**config.mk**
```make
export PLATFORM = sky130hd
export DESIGN_NAME = two_wire_display_bus_master
export DESIGN_NICKNAME = d
export VERILOG_FILES = /design/src/rtl/tdbm_pkg.sv /design/src/rtl/two_wire_display_bus_master.sv /design/src/rtl/tdbm_seq.sv
export SDC_FILE = /design/constraint.sdc
export NUM_CORES = 1
export LEC_CHECK = 0
export BUFFER_PORTS_ARGS = -buffer_cell sky130_fd_sc_hd__buf_2
export CAP_MARGIN = 25
export CELL_PAD_IN_SITES_DETAIL_PLACEMENT = 2
export CELL_PAD_IN_SITES_GLOBAL_PLACEMENT = 2
export CORE_MARGIN = 3
export CORE_UTILIZATION = 36
export DETAILED_ROUTE_END_ITERATION = 6
export PLACE_DENSITY = 0.76
export SLEW_MARGIN = 5
export SYNTH_ARGS = -nofsm -noshare
export SYNTH_HDL_FRONTEND = slang
export SYNTH_SLANG_ARGS = --single-unit
```
**constraint.sdc**
```tcl
create_clock -name clock -period 7.1 [get_ports clock]
set_input_delay 1.065 -clock clock [delete_from_list [all_inputs] [get_ports clock]]
set_output_delay 1.065 -clock clock [all_outputs]
set_load 0.01 [all_outputs]
```
**src/rtl/tdbm_pkg.sv**
```systemverilog
// Shared types and constants for the two-wire display bus master.
`default_nettype none

package tdbm_pkg;

   // Request kinds carried on the request tuser.
   localparam logic [1:0] REQ_NONE  = 2'd0;
   localparam logic [1:0] REQ_START = 2'd1;
   localparam logic [1:0] REQ_WRITE = 2'd2;
   localparam logic [1:0] REQ_STOP  = 2'd3;

   localparam int unsigned BITS_PER_BYTE = 8;
   localparam int unsigned BIT_IDX_W     = $clog2(BITS_PER_BYTE);
   localparam int unsigned QUARTER_W     = 16;
   localparam logic [QUARTER_W-1:0] QUARTER_RESET = 16'd16000;

   // Line sequencer phases, one-hot.
   typedef enum logic [11:0] {
      PH_IDLE          = 12'b0000_0000_0001,
      PH_START_HOLD    = 12'b0000_0000_0010,
      PH_BIT_CLK_LOW   = 12'b0000_0000_0100,
      PH_BIT_DATA      = 12'b0000_0000_1000,
      PH_BIT_CLK_HIGH  = 12'b0000_0001_0000,
      PH_ACK_CLK_LOW   = 12'b0000_0010_0000,
      PH_ACK_CLK_HIGH  = 12'b0000_0100_0000,
      PH_ACK_SAMPLE    = 12'b0000_1000_0000,
      PH_STOP_CLK_LOW  = 12'b0001_0000_0000,
      PH_STOP_DIO_LOW  = 12'b0010_0000_0000,
      PH_STOP_CLK_HIGH = 12'b0100_0000_0000,
      PH_STOP_DIO_HIGH = 12'b1000_0000_0000
   } phase_type;

   // One result word; clk_release lands in the lowest bit when packed.
   typedef struct packed {
      logic ack_bit;
      logic ack_valid;
      logic busy;
      logic dio_release;
      logic clk_release;
   } result_type;

endpackage

`default_nettype wire

```
**src/rtl/two_wire_display_bus_master.sv**
```systemverilog
// Top level of the two-wire display bus master: sequencer plus result skid stage.
//
//  channel | dir | handshake             | payload
//  req     | in  | req_tvalid/req_tready | tuser: kind; tdata: data_byte, dio_in
//  rsp     | out | rsp_tvalid/rsp_tready | tdata: clk, dio, busy, ack_valid, ack_bit
//  csr     | in  | csr_wr_en             | csr_wr_data: quarter period in request words
//
// One request word is one sequencer step, accepted every cycle while the skid is
// empty; its result is registered in the output register, or the skid on a stall.
// The sequencer state update is a single pass of logic per accepted word.
// Reset is synchronous; all lines come out of reset released, sequencer idle.
// A stalled result side fills a one-word skid register; req_tready drops
// only while that skid register is occupied.
`default_nettype none

module two_wire_display_bus_master (
   input  wire logic        clock,
   input  wire logic        reset,
   // request
   input  wire logic        req_tvalid,
   output logic             req_tready,
   input  wire logic [15:0] req_tdata,  // [7:0] data_byte, [8] dio_in, [15:9] zero
   input  wire logic [1:0]  req_tuser,  // [1:0] req_type
   // response
   output logic             rsp_tvalid,
   input  wire logic        rsp_tready,
   output logic [7:0]       rsp_tdata,  // [0] clk_release, [1] dio_release,
                                        // [2] busy_res, [3] ack_valid, [4] ack_bit
   // configuration
   input  wire logic        csr_wr_en,
   input  wire logic [tdbm_pkg::QUARTER_W-1:0] csr_wr_data
);
   import tdbm_pkg::*;

   result_type res_word;
   result_type out_data_ff, skid_data_ff;
   logic       out_valid_ff, skid_valid_ff;
   logic       req_accept;
   logic       out_free;

   assign req_tready = !skid_valid_ff;
   assign req_accept = req_tvalid && req_tready;
   assign out_free   = !out_valid_ff || rsp_tready;

   tdbm_seq u_seq (
      .clock       (clock),
      .reset       (reset),
      .accept      (req_accept),
      .req_kind    (req_tuser),
      .data_byte   (req_tdata[7:0]),
      .dio_sample  (req_tdata[8]),
      .csr_wr_en   (csr_wr_en),
      .csr_wr_data (csr_wr_data),
      .result      (res_word)
   );

   // output register with one-word skid
   always_ff @(posedge clock) begin
      if (reset) begin
         out_valid_ff  <= 1'b0;
         skid_valid_ff <= 1'b0;
      end else if (out_free) begin
         if (skid_valid_ff) begin
            out_valid_ff  <= 1'b1;
            skid_valid_ff <= 1'b0;
         end else begin
            out_valid_ff <= req_accept;
         end
      end else if (req_accept) begin
         skid_valid_ff <= 1'b1;
      end
   end

   // payload registers, no reset
   always_ff @(posedge clock) begin
      if (out_free) begin
         if (skid_valid_ff) begin
            out_data_ff <= skid_data_ff;
         end else if (req_accept) begin
            out_data_ff <= res_word;
         end
      end else if (req_accept) begin
         skid_data_ff <= res_word;
      end
   end

   assign rsp_tvalid = out_valid_ff;
   assign rsp_tdata  = {3'b000, out_data_ff};

`ifndef SYNTHESIS
   // skid word only exists behind a full output register
   a_skid_behind_out: assert property (@(posedge clock) disable iff (reset)
      skid_valid_ff |-> out_valid_ff)
      else $error("skid word held with empty output register");

   // a word accepted against a stalled output goes to the skid register
   a_stall_to_skid: assert property (@(posedge clock) disable iff (reset)
      (req_accept && out_valid_ff && !rsp_tready) |=> skid_valid_ff)
      else $error("accepted word lost on stalled output");

   // output drains when taken with nothing behind it
   a_drain: assert property (@(posedge clock) disable iff (reset)
      (rsp_tvalid && rsp_tready && !skid_valid_ff && !req_accept) |=> !rsp_tvalid)
      else $error("result repeated after it was taken");

   // an acknowledge is only sampled inside a running sequence
   a_ack_busy: assert property (@(posedge clock) disable iff (reset)
      (rsp_tvalid && rsp_tdata[3]) |-> rsp_tdata[2])
      else $error("acknowledge reported while idle");
`endif

endmodule

`default_nettype wire

```
**src/rtl/tdbm_seq.sv**
```systemverilog
// Line sequencer: phase, bit and quarter-period timing for each accepted word.
`default_nettype none

module tdbm_seq (
   input  wire logic                          clock,
   input  wire logic                          reset,
   input  wire logic                          accept,
   input  wire logic [1:0]                    req_kind,
   input  wire logic [7:0]                    data_byte,
   input  wire logic                          dio_sample,
   input  wire logic                          csr_wr_en,
   input  wire logic [tdbm_pkg::QUARTER_W-1:0] csr_wr_data,
   output tdbm_pkg::result_type               result
);
   import tdbm_pkg::*;

   logic [QUARTER_W-1:0] quarter_ff;
   phase_type            phase_ff, phase_in;
   logic [BIT_IDX_W-1:0] bit_ff, bit_in;
   logic [7:0]           shift_ff, shift_in;
   logic [QUARTER_W-1:0] tick_ff, tick_in;
   logic [2:0]           qstep_ff, qstep_in;
   logic                 clk_lvl_ff, clk_lvl_in;
   logic                 dio_lvl_ff, dio_lvl_in;

   logic [QUARTER_W-1:0] quarter_len;
   logic [QUARTER_W:0]   tick_sum;
   logic [2:0]           seg_len;
   logic                 enter;
   phase_type            target;
   logic                 sampled;

   // A zero length acts as a quarter length of one
   assign quarter_len = (quarter_ff == '0) ? {{(QUARTER_W-1){1'b0}}, 1'b1} : quarter_ff;

   // Next state of the bus sequencer for the current word
   always_comb begin
      phase_in   = phase_ff;
      bit_in     = bit_ff;
      shift_in   = shift_ff;
      tick_in    = tick_ff;
      qstep_in   = qstep_ff;
      clk_lvl_in = clk_lvl_ff;
      dio_lvl_in = dio_lvl_ff;
      enter      = 1'b0;
      target     = PH_IDLE;
      sampled    = 1'b0;
      tick_sum   = {1'b0, tick_ff} + {{QUARTER_W{1'b0}}, 1'b1};
      seg_len    = ((phase_ff == PH_BIT_CLK_LOW) || (phase_ff == PH_BIT_DATA)) ? 3'd1 : 3'd2;

      // timed step in progress
      if (phase_ff != PH_IDLE) begin
         if (tick_sum >= {1'b0, quarter_len}) begin
            tick_in  = '0;
            qstep_in = qstep_ff + 3'd1;
         end else begin
            tick_in = tick_sum[QUARTER_W-1:0];
         end
         if (qstep_in >= seg_len) begin
            enter = 1'b1;
            case (phase_ff)
               PH_BIT_CLK_LOW:   target = PH_BIT_DATA;
               PH_BIT_DATA:      target = PH_BIT_CLK_HIGH;
               PH_BIT_CLK_HIGH: begin
                  if (bit_ff >= BIT_IDX_W'(BITS_PER_BYTE - 1)) begin
                     target = PH_ACK_CLK_LOW;
                  end else begin
                     bit_in   = bit_ff + {{(BIT_IDX_W-1){1'b0}}, 1'b1};
                     shift_in = shift_ff >> 1;
                     target   = PH_BIT_CLK_LOW;
                  end
               end
               PH_ACK_CLK_LOW:   target = PH_ACK_CLK_HIGH;
               PH_ACK_CLK_HIGH:  target = PH_ACK_SAMPLE;
               PH_STOP_CLK_LOW:  target = PH_STOP_DIO_LOW;
               PH_STOP_DIO_LOW:  target = PH_STOP_CLK_HIGH;
               PH_STOP_CLK_HIGH: target = PH_STOP_DIO_HIGH;
               default: begin
                  enter    = 1'b0;
                  phase_in = PH_IDLE;
                  tick_in  = '0;
                  qstep_in = '0;
               end
            endcase
         end
         // stray codes fall back to idle
         if ((phase_ff != PH_START_HOLD) && (phase_ff != PH_BIT_CLK_LOW) &&
             (phase_ff != PH_BIT_DATA) && (phase_ff != PH_BIT_CLK_HIGH) &&
             (phase_ff != PH_ACK_CLK_LOW) && (phase_ff != PH_ACK_CLK_HIGH) &&
             (phase_ff != PH_ACK_SAMPLE) && (phase_ff != PH_STOP_CLK_LOW) &&
             (phase_ff != PH_STOP_DIO_LOW) && (phase_ff != PH_STOP_CLK_HIGH) &&
             (phase_ff != PH_STOP_DIO_HIGH)) begin
            enter    = 1'b0;
            phase_in = PH_IDLE;
            tick_in  = '0;
            qstep_in = '0;
         end
      end

      // new command, taken only when idle (also in the cycle a sequence ends)
      if ((phase_in == PH_IDLE) && !enter && (req_kind != REQ_NONE)) begin
         enter = 1'b1;
         case (req_kind)
            REQ_START: target = PH_START_HOLD;
            REQ_WRITE: begin
               shift_in = data_byte;
               bit_in   = '0;
               target   = PH_BIT_CLK_LOW;
            end
            REQ_STOP:  target = PH_STOP_CLK_LOW;
            default:   enter  = 1'b0;
         endcase
      end

      // phase entry: restart timing and apply the line action
      if (enter) begin
         phase_in = target;
         tick_in  = '0;
         qstep_in = '0;
         case (target)
            PH_START_HOLD:    dio_lvl_in = 1'b0;
            PH_BIT_CLK_LOW:   clk_lvl_in = 1'b0;
            PH_BIT_DATA:      dio_lvl_in = shift_in[0];
            PH_BIT_CLK_HIGH:  clk_lvl_in = 1'b1;
            PH_ACK_CLK_LOW: begin
               clk_lvl_in = 1'b0;
               dio_lvl_in = 1'b1;
            end
            PH_ACK_CLK_HIGH:  clk_lvl_in = 1'b1;
            PH_ACK_SAMPLE: begin
               sampled = 1'b1;
               if (!dio_sample) begin
                  dio_lvl_in = 1'b0;
               end
            end
            PH_STOP_CLK_LOW:  clk_lvl_in = 1'b0;
            PH_STOP_DIO_LOW:  dio_lvl_in = 1'b0;
            PH_STOP_CLK_HIGH: clk_lvl_in = 1'b1;
            PH_STOP_DIO_HIGH: dio_lvl_in = 1'b1;
            default:          phase_in   = PH_IDLE;
         endcase
      end
   end

   // result word for this cycle
   assign result.clk_release = clk_lvl_in;
   assign result.dio_release = dio_lvl_in;
   assign result.busy        = (phase_in != PH_IDLE);
   assign result.ack_valid   = sampled;
   assign result.ack_bit     = sampled & dio_sample;

   // sequencer state advances once per accepted word; the quarter register loads on every CSR write
   always_ff @(posedge clock) begin
      if (reset) begin
         quarter_ff <= QUARTER_RESET;
         phase_ff   <= PH_IDLE;
         bit_ff     <= '0;
         shift_ff   <= '0;
         tick_ff    <= '0;
         qstep_ff   <= '0;
         clk_lvl_ff <= 1'b1;
         dio_lvl_ff <= 1'b1;
      end else begin
         if (csr_wr_en) begin
            quarter_ff <= csr_wr_data;
         end
         if (accept) begin
            phase_ff   <= phase_in;
            bit_ff     <= bit_in;
            shift_ff   <= shift_in;
            tick_ff    <= tick_in;
            qstep_ff   <= qstep_in;
            clk_lvl_ff <= clk_lvl_in;
            dio_lvl_ff <= dio_lvl_in;
         end
      end
   end

endmodule

`default_nettype wire
```
Word level (Yosys, flattened, before mapping)
Index checks and enable logic that the tools add are counted.
{"block": "op_classes", "addsub": 3, "order_cmp": 3, "n_eq_ne": 36, "n_mux": 55, "n_bitwise": 2, "reduce_logical": 33}
{"op": "$mux W16", "n": 7}
{"op": "$mux W12", "n": 9}
{"op": "$pmux W12 S8", "n": 1}
{"op": "$mux W8", "n": 6}
{"op": "$mux W3", "n": 13}
{"op": "$pmux W12 S3", "n": 1}
{"op": "$eq A12 B10 Y1 const B", "n": 2}
{"op": "$eq A12 B11 Y1 const B", "n": 2}
{"op": "$eq A12 B3 Y1 const B", "n": 2}
{"op": "$eq A12 B4 Y1 const B", "n": 2}
{"op": "$eq A12 B5 Y1 const B", "n": 2}
{"op": "$eq A12 B6 Y1 const B", "n": 2}
{"op": "$eq A12 B7 Y1 const B", "n": 2}
{"op": "$eq A12 B9 Y1 const B", "n": 2}
{"op": "$ne A12 B1 Y1 const B", "n": 2}
{"op": "$add A16 B1 Y17 const B", "n": 1}
{"op": "$ge A17 B16 Y1", "n": 1}
{"op": "$logic_not A16 Y1", "n": 1}
{"op": "$logic_and A1 B1 Y1", "n": 13}
{"op": "$eq A12 B1 Y1 const B", "n": 1}
{"op": "$eq A12 B12 Y1 const B", "n": 1}
{"op": "$eq A12 B2 Y1 const B", "n": 1}
{"op": "$eq A12 B8 Y1 const B", "n": 1}
{"op": "$mux W1", "n": 12}
{"op": "31 further kinds", "n": 45}
{"block": "totals", "reg_bits": 72, "inputBits": 39}

Depth between registers and ports, before layout
{"block": "depth", "word_depth": 24, "ltp_mapped": 24, "mapped_depth_nobuf": 23}

Modules after synthesis
A second synthesis with hierarchy kept.
{"block": "unflattened", "cells_unflattened": 499, "area_unflattened_um2": 4350.4}
{"module": "tdbm_seq", "n_inst": 1, "cells_per_inst": 469, "area_each_um2": 3842.4}
{"module": "two_wire_display_bus_master", "n_inst": 1, "cells_per_inst": 30, "area_each_um2": 508.0}

Worst setup path after synthesis
Ideal clock, no wire load.
{"block": "synth_timing", "path_kind": "register -> register", "start": "register u_seq.tick_ff[0]", "end": "register u_seq.tick_ff[0]", "setup_ns": 0.121, "arrival_time_ns": 5.418, "required_ns": 6.979, "path_slack_ns": 1.561, "path_stages_with_launch": 23, "n_path_buf": 0, "period_less_slack_ns": 5.539, "cell_sequence": "dfxtp_1 -> ha_1 -> and3_1 -> nand3_4 -> nor2_1 -> and4_1 -> xor2_1 -> ha_1 -> a21o_1 -> a21oi_1 -> o31a_1 -> nand2_1 -> nor3_1 -> mux2_2 -> ha_1 -> a21o_1 -> or3_2 -> a311oi_1 -> a2111oi_4 -> a41o_2 -> o211ai_4 -> nor2_4 -> mux2_2"}
{"block": "synth_between", "elab_chain_cells": 14, "word_cells_on_any_way": 24, "classes_between": "1 x add/sub; 2 x order compare; 1 x eq/ne; 15 x mux; 5 x reduce/logical"}
{"element": "start: declaration", "line_no": "tdbm_seq.sv:21", "text": "logic [QUARTER_W-1:0] tick_ff, tick_in;"}
{"element": "start signal: assignment", "line_no": "tdbm_seq.sv:171", "text": "tick_ff <= tick_in;"}
{"element": "$add A16 B1 Y17 *", "line_no": "tdbm_seq.sv:48", "text": "tick_sum = {1'b0, tick_ff} + {{QUARTER_W{1'b0}}, 1'b1};"}
{"element": "$ge A17 B16 Y1", "line_no": "tdbm_seq.sv:53", "text": "if (tick_sum >= {1'b0, quarter_len}) begin"}
{"element": "$mux W3", "line_no": "tdbm_seq.sv:53"}
{"element": "$mux W3", "line_no": "tdbm_seq.sv:52", "text": "if (phase_ff != PH_IDLE) begin"}
{"element": "$ge A3 B3 Y1", "line_no": "tdbm_seq.sv:59", "text": "if (qstep_in >= seg_len) begin"}
{"element": "$mux W12 or $mux W1 (tied branches)", "line_no": "tdbm_seq.sv:59"}
{"element": "$mux W12 or $mux W1 (tied branches)", "line_no": "tdbm_seq.sv:87", "text": "if ((phase_ff != PH_START_HOLD) && (phase_ff != PH_BIT_CLK_LOW) &&"}
{"element": "$mux W12 or $mux W1 (tied branches)", "line_no": "tdbm_seq.sv:52"}
{"element": "$eq A12 B1 Y1 or $logic_not A1 Y1 (tied branches)", "line_no": "tdbm_seq.sv:101", "text": "if ((phase_in == PH_IDLE) && !enter && (req_kind != REQ_NONE)) begin"}
{"element": "$logic_and A1 B1 Y1 (2 in series)", "line_no": "tdbm_seq.sv:101"}
{"element": "$mux W1", "line_no": "tdbm_seq.sv:101"}
{"element": "$reduce_bool A2 Y1 (no line)"}
{"element": "$reduce_and A2 Y1 (no line)"}
Every way passes the cells marked *; elsewhere a longest branch is shown, timed or not. The select of a mux whose other input is x is not followed.
A chain may end at the register's enable or synchronous reset.

Worst setup path after layout
{"block": "layout_timing", "start": "register u_seq.tick_ff[0]", "end": "register u_seq.shift_ff[6]"}
{"block": "layout_between", "elab_chain_cells": 12, "word_cells_on_any_way": 19, "classes_between": "1 x add/sub; 2 x order compare; 1 x eq/ne; 12 x mux; 3 x reduce/logical"}
{"element": "$add A16 B1 Y17 *", "line_no": "tdbm_seq.sv:48"}
{"element": "$ge A17 B16 Y1 *", "line_no": "tdbm_seq.sv:53"}
{"element": "$mux W3 *", "line_no": "tdbm_seq.sv:53"}
{"element": "$mux W3 *", "line_no": "tdbm_seq.sv:52"}
{"element": "$ge A3 B3 Y1 *", "line_no": "tdbm_seq.sv:59"}
{"element": "$mux W12 or $mux W1 (tied branches)", "line_no": "tdbm_seq.sv:59"}
{"element": "$mux W12 or $mux W1 (tied branches)", "line_no": "tdbm_seq.sv:87"}
{"element": "$mux W12 or $mux W1 (tied branches)", "line_no": "tdbm_seq.sv:52"}
{"element": "$eq A12 B1 Y1 or $logic_not A1 Y1 (tied branches)", "line_no": "tdbm_seq.sv:101"}
{"element": "$logic_and A1 B1 Y1 (2 in series)", "line_no": "tdbm_seq.sv:101"}
{"element": "$mux W8 *", "line_no": "tdbm_seq.sv:101"}
{"element": "end signal: assignment", "line_no": "tdbm_seq.sv:170", "text": "shift_ff <= shift_in;"}
{"element": "end: declaration", "line_no": "tdbm_seq.sv:20", "text": "logic [7:0] shift_ff, shift_in;"}
Marked as above.

==> results_dict.tcl <==
set metrics [dict create \
    status "finished clean" \
    leakage_nw 1.97 \
    dr_total_vias 3834 \
    finalWorstSetupSlack_ns 0.690 \
    drc 0 \
    synth_edf_count 10 \
    synth.most_common_cell "dfxtp_1" \
    clockBufferDepth 2 \
    setup_viol 0 \
    ys_types 81 \
    track_usage_pct 21.0 \
    detailed_place_hpwl_um 9890 \
    syn_avg_cell_area_um2 8.81 \
    crit_path_max_incr_delay_ns 0.50 \
    fill_cells 1312 \
    tritoncts "built" \
    cp.depth 22 \
    io_pins 49 \
    numCtsBuffers 9 \
    synth-seq-cells 72 \
    worstMarginPinSlew_ns 0.936 \
    hold_class "flop to flop" \
    htree_levels 3 \
    synth_area_um2 4340 \
    hold_buffers 0 \
    tns_ns 0 \
    worstPathArrival_ns 6.63 \
    reg2regPathDepth 22 \
    skew_ns 0.00621 \
    slew_violations 0 \
    port_buffers 38 \
    n_antenna_cell 0 \
    yosysSeqAreaShare_pct 35.5 \
    cts.sink_count 72 \
    slowest_stage "a2111oi_4" \
    viasPerCell 5.74 \
    num_rows 39 \
    maxCapViolCount 0 \
    crit_fanout 12 \
    overflow 0 \
    relSlewSlack_pct 37.6 \
    wirelength_um 13300 \
    grt_max_degree 44 \
    start_util_pct 37.3 \
    synth_top_cell_by_area "dfxtp_1" \
    synthArstFlopShare_pct 0 \
    first_iter_violations 107 \
    cts-resized-gates 0 \
    area_delta_synth_final_pct 13.3 \
    synth_top_cell_area_share_pct 28.6 \
    final_cells 668 \
    endpoint_kind "flop" \
    cts_setup_buffers 0 \
    critPathTopFamily "compound AO/OA/AOI/OAI gates" \
    path_cells "ha_1, and3_1, nand3_4, nor2_1, and4_1, xor2_1, ha_1, a21o_1, a21oi_1, o31a_1, nand2_1, nor3_1, buf_4, mux2_2, ha_1, a21o_1, nor3_1, a31o_2, a2111oi_4, nand4_2, a21o_1, a2111oi_1" \
    max_freq_ghz 0.156 \
    hold_viol 0 \
    critPathKind "flop to flop" \
    grt_pass1_vias 4151 \
    finalCoreUtilization_pct 42.3 \
    path_clk_slew_ns 0.06 \
    drt_first_pass_iters 4 \
    rsz0062_at_grt "no" \
    syn_inst 492 \
    cts_root_buf "clkbuf_16" \
    ant_nets 0 \
    avgRoutedWirePerCell_um 20.0 \
    place.gp.congestion 0.824 \
    ys_warn_count 0 \
    yosys-top-cells-area "dfxtp_1, edfxtp_1, ha_1, nor2_1, nand2_1" \
    dieHeight_um 116 \
    startpoint_type "flop" \
    critical_path_buf_inv_count 1 \
    p_per_area_nw_per_um2 211 \
    dp.cells 652 \
    fin_nets 581 \
    synth-main-ff-cell "dfxtp_1" \
    die_area_um2 13400 \
    synthTopCellsByCount "dfxtp_1, nor2_1, nand2_1, inv_1, a21oi_1" \
    drive_gt1_share_pct 18.3 \
    clk_latency_ns 0.35 \
    grt_pass1_wl_um 21900 \
    die-width_um 116 \
    whs_ns 0.467 \
    finalCriticalPeriod_ns 6.41 \
    hold_depth 2 \
    place_ws_ns 0.682 \
    cp.required_ns 7.32 \
    core_area_um2 11600 \
    vdd.ir_drop.worst_mv 0.138 \
    antenna_found_initial 0 \
    finalCritPeriodShare_pct 90.3 \
]
## flip-flops by register name, indices dropped and copies added, names as in the netlist
signal	cells
skid_valid_ff	1
u_seq.bit_ff	3
u_seq.qstep_ff	3
u_seq.quarter_ff	16
rsp_tvalid	1
u_seq.dio_lvl_ff	1
u_seq.tick_ff	16
u_seq.shift_ff	8
skid_data_ff	5
u_seq.clk_lvl_ff	1
rsp_tdata	5
u_seq.phase_ff	12
## path summary, 6_finish.rpt
path                     startpoint           endpoint  slack (ns)
hold reg to reg   u_seq.shift_ff[4]  u_seq.shift_ff[4]        0.47
setup reg to reg   u_seq.tick_ff[0]  u_seq.shift_ff[6]        0.69
hold / removal    u_seq.shift_ff[4]  u_seq.shift_ff[4]        0.47
setup / recovery   u_seq.tick_ff[0]  u_seq.shift_ff[6]        0.69
## where the power goes
group	total, W	internal (W)	switching, W
Combinational	0.000108	0.0000397	0.0000686
Clock	0.000489	0.000308	0.000181
Sequential	0.000438	0.000428	0.0000101
Total	0.00104	0.000776	0.000260
## worst min-delay path, delay by kind of cell (launching register included)
family / cells / cell delay [ns]
AOI/OAI and AO/OA: 1 / 0.06
buffers and inverters: 1 / 0.05
DFF: 1 / 0.31
## placed cells by master, fill, tap and decap left out, types with 3 or more instances in the layout
cell	netlist	layout
a22o_2	9	9
or2_2	3	3
nand2b_1	5	5
nand4_1	11	11
a21oi_1	25	25
mux2_2	6	6
nand3_1	19	19
xnor2_1	10	10
o2bb2ai_1	5	5
clkbuf_16	0	9
inv_1	29	29
edfxtp_1	10	10
a2bb2oi_1	6	6
o31ai_1	3	3
nand2_1	41	41
xor2_1	7	7
conb_1	1	3
nand4b_1	4	4
o211ai_1	9	9
buf_2	3	38
a21o_1	4	4
nor4_1	7	7
ha_1	22	22
dfxtp_1	62	62
a2111oi_1	4	4
a41oi_1	3	3
o31a_1	3	3
mux2i_1	10	10
nor2_1	45	45
nor4b_1	4	4
o21ai_0	9	9
nor3_1	19	19
buf_4	3	5
and3_1	6	6
or3_1	7	7
## cells by family (layout without fill, tap and decap cells)
kind of cell | after synthesis | after routing | share of synthesized area (%)
and+or+nand+nor | 197 | 197 | 24.9
AOI/OAI and AO/OA | 109 | 109 | 19.7
DFF | 72 | 72 | 35.5
buffers and inverters | 58 | 89 | 6.12
adders and majority gates | 22 | 22 | 6.35
xor gates and xnor gates | 17 | 17 | 3.43
muxes | 16 | 16 | 3.87
other | 1 | 3 | 0.0865
## area by class of cell
type                            instances  area, um^2  share of cell area (%)
Inverter                               30         113                    2.29
Timing Repair Buffer                   43         228                    4.64
Sequential cell                        72        1540                    31.4
Tap cell                              143         179                    3.64
Clock inverter                          5        81.3                    1.66
Clock buffer                           11         233                    4.74
Multi-Input combinational cell        364        2540                    51.7
## stage by stage
| step | area, um^2 | total power (W) |
|---|---|---|
| after floorplan | 4340 | 0.000518 |
| after global placement | 4600 | 0.000548 |
| after detailed placement | 4600 | 0.000555 |
| after CTS | 4910 | 0.00105 |
| after global routing | 4910 | 0.00108 |
| final | 4910 | 0.00104 |
## routing by layer
layer	part of all wire (%)	track usage [%]	up-vias
met4	1.6	5.88	0
li1	-	-	1860
met3	2.2	4.65	18
met2	54	39.7	40
met5	0	0	-
met1	42	23.6	1916
Note: power is estimated with default switching activity, not from simulation.
